File: src/design/pdc_pkg.sv
package pdc_pkg;

  localparam int unsigned MaxOrder = 8;
  localparam logic [63:0] QOne = 64'h0000_0001_0000_0000;
  localparam logic [63:0] SatPos = 64'h7FFF_FFFF_FFFF_FFFF;
  localparam logic [63:0] SatNeg = 64'h8000_0000_0000_0000;

  typedef struct packed {
    logic [31:0] delay_time;
    logic [3:0]  approx_order;
  } pdc_in_t;

  typedef struct packed {
    logic [63:0] num_coeff;
    logic [63:0] den_coeff;
    logic [3:0]  power_index;
    logic        last;
  } pdc_out_t;

  typedef enum logic [2:0] {
    StIdle,
    StMul,
    StDiv,
    StEmit
  } pdc_state_e;

endpackage

File: src/design/pdc_divider.sv
module pdc_divider import pdc_pkg::*; (
  input  logic         clk_i,
  input  logic         rst_ni,
  input  logic         start_i,
  input  logic [127:0] dividend_i,
  input  logic [36:0]  divisor_i,
  output logic         done_o,
  output logic         sat_o,
  output logic [63:0]  quot_o
);

  logic [127:0] dvd_q, dvd_d;
  logic [37:0]  rem_q, rem_d;
  logic [36:0]  dv_q, dv_d;
  logic [63:0]  quot_q, quot_d;
  logic [6:0]   bit_q, bit_d;
  logic         busy_q, busy_d;
  logic         done_q, done_d;
  logic         sat_q, sat_d;
  logic [37:0]  shifted;

  assign shifted = {rem_q[36:0], dvd_q[127]};

  // Restoring division, one quotient bit per cycle from the top.
  always_comb begin
    dvd_d  = dvd_q;
    rem_d  = rem_q;
    dv_d   = dv_q;
    quot_d = quot_q;
    bit_d  = bit_q;
    busy_d = busy_q;
    done_d = 1'b0;
    sat_d  = sat_q;
    if (start_i) begin
      dvd_d  = dividend_i;
      dv_d   = divisor_i;
      rem_d  = '0;
      quot_d = '0;
      bit_d  = 7'd127;
      busy_d = 1'b1;
      sat_d  = 1'b0;
    end else if (busy_q) begin
      dvd_d = {dvd_q[126:0], 1'b0};
      rem_d = shifted;
      if (shifted >= {1'b0, dv_q}) begin
        rem_d = shifted - {1'b0, dv_q};
        if (bit_q >= 7'd63) begin
          sat_d  = 1'b1;
          busy_d = 1'b0;
          done_d = 1'b1;
        end else begin
          quot_d = quot_q | (64'd1 << bit_q[5:0]);
        end
      end
      if (busy_d) begin
        if (bit_q == 7'd0) begin
          busy_d = 1'b0;
          done_d = 1'b1;
        end
        bit_d = bit_q - 7'd1;
      end
    end
  end

  always_ff @(posedge clk_i or negedge rst_ni) begin
    if (!rst_ni) begin
      busy_q <= 1'b0;
      done_q <= 1'b0;
    end else begin
      busy_q <= busy_d;
      done_q <= done_d;
    end
  end

  always_ff @(posedge clk_i) begin
    dvd_q  <= dvd_d;
    rem_q  <= rem_d;
    dv_q   <= dv_d;
    quot_q <= quot_d;
    bit_q  <= bit_d;
    sat_q  <= sat_d;
  end

  assign done_o = done_q;
  assign sat_o  = sat_q;
  assign quot_o = quot_q;

endmodule

File: src/design/pade_delay_coefficients.sv
// Channel  | valid       | stall       | payload
// input    | in_valid_i  | in_stall_o  | in_data_i  (pdc_in_t)
// output   | out_valid_o | out_stall_i | out_data_o (pdc_out_t)
// config   | cfg_we_i    | -           | cfg_wdata_i (eps_threshold)
// One item yields N+1 transactions, or a single one for a small delay. Each
// recurrence step follows its emit state with a multiply state (StMul) and a
// run of the shared bit-serial divider (load, quotient bits from the top,
// done); a saturating step ends the divider early, and the later pairs are
// then emitted saturated without further recurrence steps. The input stalls
// until the last pair has been taken. Output stall holds the current pair.
// Reset clears the sequencer and sets eps_threshold to 1.
module pade_delay_coefficients import pdc_pkg::*; (
  input  logic      clk_i,
  input  logic      rst_ni,
  input  logic      in_valid_i,
  output logic      in_stall_o,
  input  pdc_in_t   in_data_i,
  output logic      out_valid_o,
  input  logic      out_stall_i,
  output pdc_out_t  out_data_o,
  input  logic      cfg_we_i,
  input  logic [15:0] cfg_wdata_i
);

  pdc_state_e   state_q, state_d;
  logic [15:0]  eps_q;
  logic [31:0]  t_q, t_d;
  logic [3:0]   n_q, n_d;
  logic [3:0]   p_q, p_d;
  logic [63:0]  c_q, c_d;
  logic         sat_q, sat_d;
  logic [25:0]  s_q, s_d;
  logic [36:0]  dv_q, dv_d;
  logic [95:0]  t1_q, t1_d;
  logic [57:0]  t0_q, t0_d;
  logic [127:0] prod;
  logic [3:0]   n_in, k;
  logic [4:0]   mterm;
  logic         div_start;
  logic         div_done;
  logic         div_sat;
  logic         div_run_q;
  logic [63:0]  quot;

  assign n_in = (in_data_i.approx_order > 4'(MaxOrder)) ? 4'(MaxOrder)
                                                          : in_data_i.approx_order;
  assign k = p_q;
  assign mterm = {n_q, 1'b0} - {1'b0, k} + 5'd1;
  assign prod = {t1_q, 32'd0} + {70'd0, t0_q};

  pdc_divider u_div (
    .clk_i, .rst_ni,
    .start_i(div_start), .dividend_i(prod), .divisor_i(dv_q),
    .done_o(div_done), .sat_o(div_sat), .quot_o(quot)
  );

  // Sequencer: emit pair at p, then step the recurrence down to p-1.
  always_comb begin
    state_d = state_q;
    t_d = t_q; n_d = n_q; p_d = p_q; c_d = c_q; sat_d = sat_q;
    s_d = s_q; dv_d = dv_q; t1_d = t1_q; t0_d = t0_q;
    div_start = 1'b0;
    case (state_q)
      StIdle: begin
        if (in_valid_i) begin
          t_d = in_data_i.delay_time;
          c_d = QOne;
          sat_d = 1'b0;
          if (in_data_i.delay_time <= {16'd0, eps_q}) begin
            n_d = '0;
          end else begin
            n_d = n_in;
          end
          p_d = n_d;
          state_d = StEmit;
        end
      end
      StEmit: begin
        if (!out_stall_i) begin
          if (p_q == 4'd0) begin
            state_d = StIdle;
          end else if (sat_q) begin
            p_d = p_q - 4'd1;
          end else begin
            // k equals the current power p.
            s_d  = {10'(mterm) * 10'(k), 16'd0};
            dv_d = 37'({1'b0, n_q} - {1'b0, k} + 5'd1) * 37'(t_q);
            state_d = StMul;
          end
        end
      end
      StMul: begin
        t1_d = 96'(c_q[63:32]) * 96'(s_q);
        t0_d = 58'(c_q[31:0]) * 58'(s_q);
        state_d = StDiv;
      end
      StDiv: begin
        state_d = StDiv;
      end
      default: state_d = StIdle;
    endcase
    // Divider launch in the first StDiv cycle, once the products are registered.
    if (state_q == StDiv && !div_run_q) div_start = 1'b1;
    if (state_q == StDiv && div_done) begin
      sat_d = div_sat;
      c_d = quot;
      p_d = p_q - 4'd1;
      state_d = StEmit;
    end
  end

  always_ff @(posedge clk_i or negedge rst_ni) begin
    if (!rst_ni) begin
      div_run_q <= 1'b0;
    end else if (state_q != StDiv || div_done) begin
      div_run_q <= 1'b0;
    end else begin
      div_run_q <= 1'b1;
    end
  end

  always_ff @(posedge clk_i or negedge rst_ni) begin
    if (!rst_ni) begin
      state_q <= StIdle;
      eps_q <= 16'd1;
    end else begin
      state_q <= state_d;
      if (cfg_we_i) eps_q <= cfg_wdata_i;
    end
  end

  always_ff @(posedge clk_i) begin
    t_q <= t_d; n_q <= n_d; p_q <= p_d; c_q <= c_d; sat_q <= sat_d;
    s_q <= s_d; dv_q <= dv_d; t1_q <= t1_d; t0_q <= t0_d;
  end

  // Output pair from the current magnitude and power.
  always_comb begin
    out_data_o.den_coeff = sat_q ? SatPos : c_q;
    if (p_q[0]) begin
      out_data_o.num_coeff = sat_q ? SatNeg : (64'd0 - c_q);
    end else begin
      out_data_o.num_coeff = out_data_o.den_coeff;
    end
    out_data_o.power_index = p_q;
    out_data_o.last = (p_q == 4'd0);
  end

  assign out_valid_o = (state_q == StEmit);
  assign in_stall_o = (state_q != StIdle);

`ifndef SYNTHESIS
  a_no_overlap: assert property (@(posedge clk_i) disable iff (!rst_ni)
    out_valid_o |-> in_stall_o) else $error("output while input open");
  a_last_idle: assert property (@(posedge clk_i) disable iff (!rst_ni)
    (out_valid_o && !out_stall_i && out_data_o.last) |=> !out_valid_o)
    else $error("pair after last");
  a_power_down: assert property (@(posedge clk_i) disable iff (!rst_ni)
    (out_valid_o && !out_stall_i && !out_data_o.last) |=> !out_valid_o ||
    out_data_o.power_index == $past(out_data_o.power_index) - 4'd1)
    else $error("power did not step down");
`endif

endmodule
File: config.mk
export PLATFORM = sky130hd
export DESIGN_NAME = pade_delay_coefficients
export DESIGN_NICKNAME = d
export VERILOG_FILES = /design/src/design/pdc_pkg.sv /design/src/design/pdc_divider.sv /design/src/design/pade_delay_coefficients.sv
export SDC_FILE = /design/constraint.sdc
export NUM_CORES = 2
export LEC_CHECK = 0
export ABC_CLOCK_PERIOD_IN_PS = 9770
export BUFFER_PORTS_ARGS = -buffer_cell sky130_fd_sc_hd__buf_2
export CAP_MARGIN = 20
export CORE_UTILIZATION = 61
export DETAILED_ROUTE_END_ITERATION = 8
export PLACE_DENSITY = 0.83
export SLEW_MARGIN = 20
export SYNTH_ARGS = -nofsm -noshare
export SYNTH_HDL_FRONTEND = slang
export SYNTH_HIERARCHICAL = 1
export SYNTH_SLANG_ARGS = --single-unit
File: constraint.sdc
create_clock -name clk_i -period 9.77 [get_ports clk_i]
set_input_delay 0.4885 -clock clk_i [delete_from_list [all_inputs] [get_ports clk_i]]
set_output_delay 0.4885 -clock clk_i [all_outputs]
set_load 0.01 [all_outputs]
==> summary.md <==
| Metric | Value |
|---|---|
| Busiest layer in global routing | `met2` |
| Maximum clock skew at final layout | `around 0.040 ns` |
| Met3 routing resource usage after global routing | `4.53%` |
| Insertion delay of the later-clocked pin in the worst-skew pair | `between 0.6 and 0.7 ns` |
| Max stage delay on crit path | `a little under 0.8 ns` |
| Final critical-path share of the clock period | `about 82%` |
| Setup violation total in the final timing report | `0` |
| First-pass detailed-route iteration total | `5` |
| Maximum level of the CTS H-tree | `2` |
| Die outline width | `roughly 280 microns` |
| Number of nets at the end of the flow | `5891` |
| Global router's overall resource usage | `29.6%` |
| Placer's final routability congestion estimate | `0.922` |
| Rows | `between 100 and 150` |
| Worst max-slew margin expressed relative to the limit | `between 20% and 30%` |
| Worst-margin pin slew | `between 1 and 1.5 ns` |
| Number of max-cap violations | `0` |
| Fraction of layout cells with a size suffix above 1 | `approximately 11%` |
| Critical path class | `reg -> reg` |
| Setup_tns | `0 ns` |
| Fmax | `~0.12 GHz` |
| Period minus WS final | `roughly 8 ns` |
| Post-synthesis sequential area ratio | `a little under a third` |
| Number of antenna violations at the first check in global routing | `3` |
| Via count | `35600` |
| Count of state elements after synthesis | `between 500 and 600` |
| Required time at the worst-slack endpoint | `approximately 10 ns` |
| Post-Syn Instances | `4900` |
| Dpl hpwl | `86000 microns` |
| Fill cell instance count of the final layout | `roughly 6000` |
| Die area | `between 80000 and 90000 sq um` |
| Critical Path Sink Type | `flop` |
| Number of buffers inserted by port buffering | `about 190` |
| Cell Area, Synth | `48400 sq um` |
| Number of buffers created by CTS | `54` |
| Class of the tightest hold or removal check | `in -> reg` |
| Final Slew Violations | `0` |
| Via count of the first global-routing pass | `37200` |
| Per-instance average area after synthesis | `between 9 and 10 sq um` |
| Global-route wire length before repair | `between 150000 and 200000 microns` |
| Largest net degree at the start of global routing | `83` |
| Cell chosen for the clock root | `clkbuf_16` |
| CTS sink count | `525` |
| Result of the run | `finished clean` |
| Number of ports placed on the die boundary | `~190` |
| Yosys warns | `6` |
| Largest fanout of any net on the critical path | `33` |
| Worst hold margin | `between 0.04 and 0.05 ns` |
| Vias per std cell | `between 5 and 6` |
| Setup repair after global routing missed its margin | `no` |
| Nature of the critical path startpoint | `flop` |
| Fraction of registers with async set/reset | `4.00%` |
| Violation count after the first detailed-routing iteration | `2678` |
| Final count of hold timing violations | `0` |
| Flip-flop and latch area | `14600 sq um` |
| Buffer levels on the longest clock path | `3` |
| Core region area | `around 78000 sq um` |
| Critical-path cell list | `ha_2 > inv_1 > ha_1 > and2_1 > fa_1 > inv_1 > fa_1 > inv_1 > fa_1 > inv_1 > fa_1 > inv_1 > fa_1 > a211oi_1 > nor2_1 > o311ai_0 > o21ai_0 > a211oi_1 > nor3_1 > or3_1 > a21oi_1 > xnor2_1` |
| Primary FF master, synth | `edfxtp_1` |
| CTS clock-pin slew for the worst setup and hold paths | `around 0.06 ns` |
| Number of flops mapped to enable cells by yosys | `395` |
| Layout overhead on the synthesized area | `7.72%` |
| Routed wire per std cell | `19.2 microns` |
| Post-synthesis cell type count | `between 90 and 100` |
| DRC violations left | `0` |
| Overflow after GRT | `0` |
| Multi-input gate area | `approximately 30000 sq um` |
| TritonCTS clock tree | `built` |
| Global routing met2 resource utilization | `approximately 50%` |
| Initial Utilization | `between 60% and 70%` |
| Die height | `284 microns` |
| N_diodes | `0` |
| Detailed Route WL | `roughly 120000 microns` |
| Worst setup slack after layout | `1.76 ns` |
| GR met1 Demand/Resource | `between 30% and 40%` |
| Standard cell with the maximum stage delay on the critical path | `ha_1` |
| Final core utilization | `between 60% and 70%` |
| Remaining number of nets flagged by the antenna check after routing | `0` |
| Worst slack, placed | `1.60 ns` |
| Post-CTS Setup Repair Bufs | `0` |
| Crit path arrival time | `roughly 8.4 ns` |
[critical path, delay by kind of cell (launching register included)]
kind / cells / cell delay, ns
simple gates: 4 / 0.97
xor+xnor: 1 / 0.08
compound gates: 5 / 1.85
buf+inv: 5 / 0.38
flops: 1 / 0.39
fa+ha+maj: 7 / 4.05
[per-layer routing]
layer	wire length, microns	share of wire [%]
met5	37	0.032
met4	5860	5.0
met3	8530	7.3
met2	56800	48
met1	46000	39
[area by class of cell]
cell class,count,area share [%]
Tap cell,1040,2.50
Clock inverter,30,0.608
Clock buffer,72,2.98
Inverter,735,5.29
Sequential cell,525,28.0
Timing Repair Buffer,228,2.37
Multi-Input combinational cell,3456,58.3
[cells in the mapped netlist, types with 38 or more instances]
library cell	n	area, sq um
inv_1	735	2760
fa_1	493	9870
nand2_1	487	1830
and2_1	433	2710
edfxtp_1	395	11900
ha_1	341	4270
clkbuf_1	211	792
nor2_1	197	739
a21oi_1	163	816
xnor2_1	159	1390
mux2_2	130	1460
o21ai_0	113	566
dfxtp_1	109	2180
or2_2	72	450
a21o_1	71	533
xor2_1	65	569
nand3_1	62	310
o2bb2ai_1	61	534
nor2b_1	56	350
nor3_1	42	210
nand2b_1	38	238
[final timing paths]
check	start	to	slack, ns	cells after the start
worst max-delay path	k[0]	dv_q[36]	1.76	22
worst min-delay path	in_data_i[29]	t_q[25]	0.05	1
worst max register to register	k[0]	dv_q[36]	1.76	22
worst min register to register	dv_q[14]	u_div/dv_q[14]	0.41	0
max in group asynchronous	rst_ni	u_div/busy_q	8.86	2
min in group asynchronous	rst_ni	state_q[1]	0.46	2
[placed cells by master (no fill, tap or decap), types with 10 or more instances in the layout]
master     netlist  layout
o31ai_1         27      27
or2_2           72      72
fa_1           493     493
clkbuf_16        0      59
nand2_1        487     486
xnor2_1        159     158
nand4_1         22      22
a211oi_1        23      23
ha_1           341     340
o311ai_0        10      10
a21oi_1        163     163
o21bai_1        25      25
edfxtp_1       395     395
buf_4            2      36
a311oi_1        24      24
nor4_1          16      16
nor2b_1         56      55
and2_1         433     433
buf_2           19     191
xor2_1          65      64
and3_1          25      25
o2bb2ai_1       61      61
mux2_2         130     130
dfxtp_1        109     109
nand3_1         62      62
or3_1           37      37
clkbuf_1       211      10
a31oi_1         18      18
nor2_1         197     195
a21o_1          71      71
o21ai_0        113     112
conb_1           1      55
nor3_1          42      42
clkinv_2         0      12
nand2b_1        38      38
or4_1           14      14
inv_1          735     734
dfrtp_1         20      19
o211ai_1        11      11
o21a_1          21      21
[kinds of logic (layout without fill, tap and decap cells)]
logic type	after synthesis	count (layout)	synth area share (%)
mux	133	133	3.09
simple gates	1548	1548	16.5
other cells	1	55	0.00775
fa+ha+maj	834	834	29.2
flops	525	525	30.1
buf+inv	973	1065	7.66
xor+xnor	224	224	4.06
compound gates	662	662	9.31
[through the flow]
step	area (sq um)	cells
4_1_cts	52100	6086
3_3_place_gp	50200	5983
2_1_floorplan	48600	4954
5_1_grt	52100	6086
6_report	52100	6086
3_5_place_dp	50200	5983
[state kept, by name, indices dropped and copies added, names as in the netlist, 32 cells and up]
signal / count
u_div/rem_q: 37
u_div/dv_q: 37
u_div/quot_o: 64
t_q: 32
t0_q: 40
dv_q: 37
c_q: 64
t1_q: 40
u_div/dvd_q: 128
[timing repair]
item / 4_1_cts / 5_1_grt
gates resized for setup: 0 / 0
hold endpoints to repair: 20 / 0
endpoints found under the setup margin: 0 / 0
hold buffers: 1 / 0
Power is left out: the tool's default activity adds up to more than one toggle a clock period on the data nets, which glitch-free logic cannot reach.
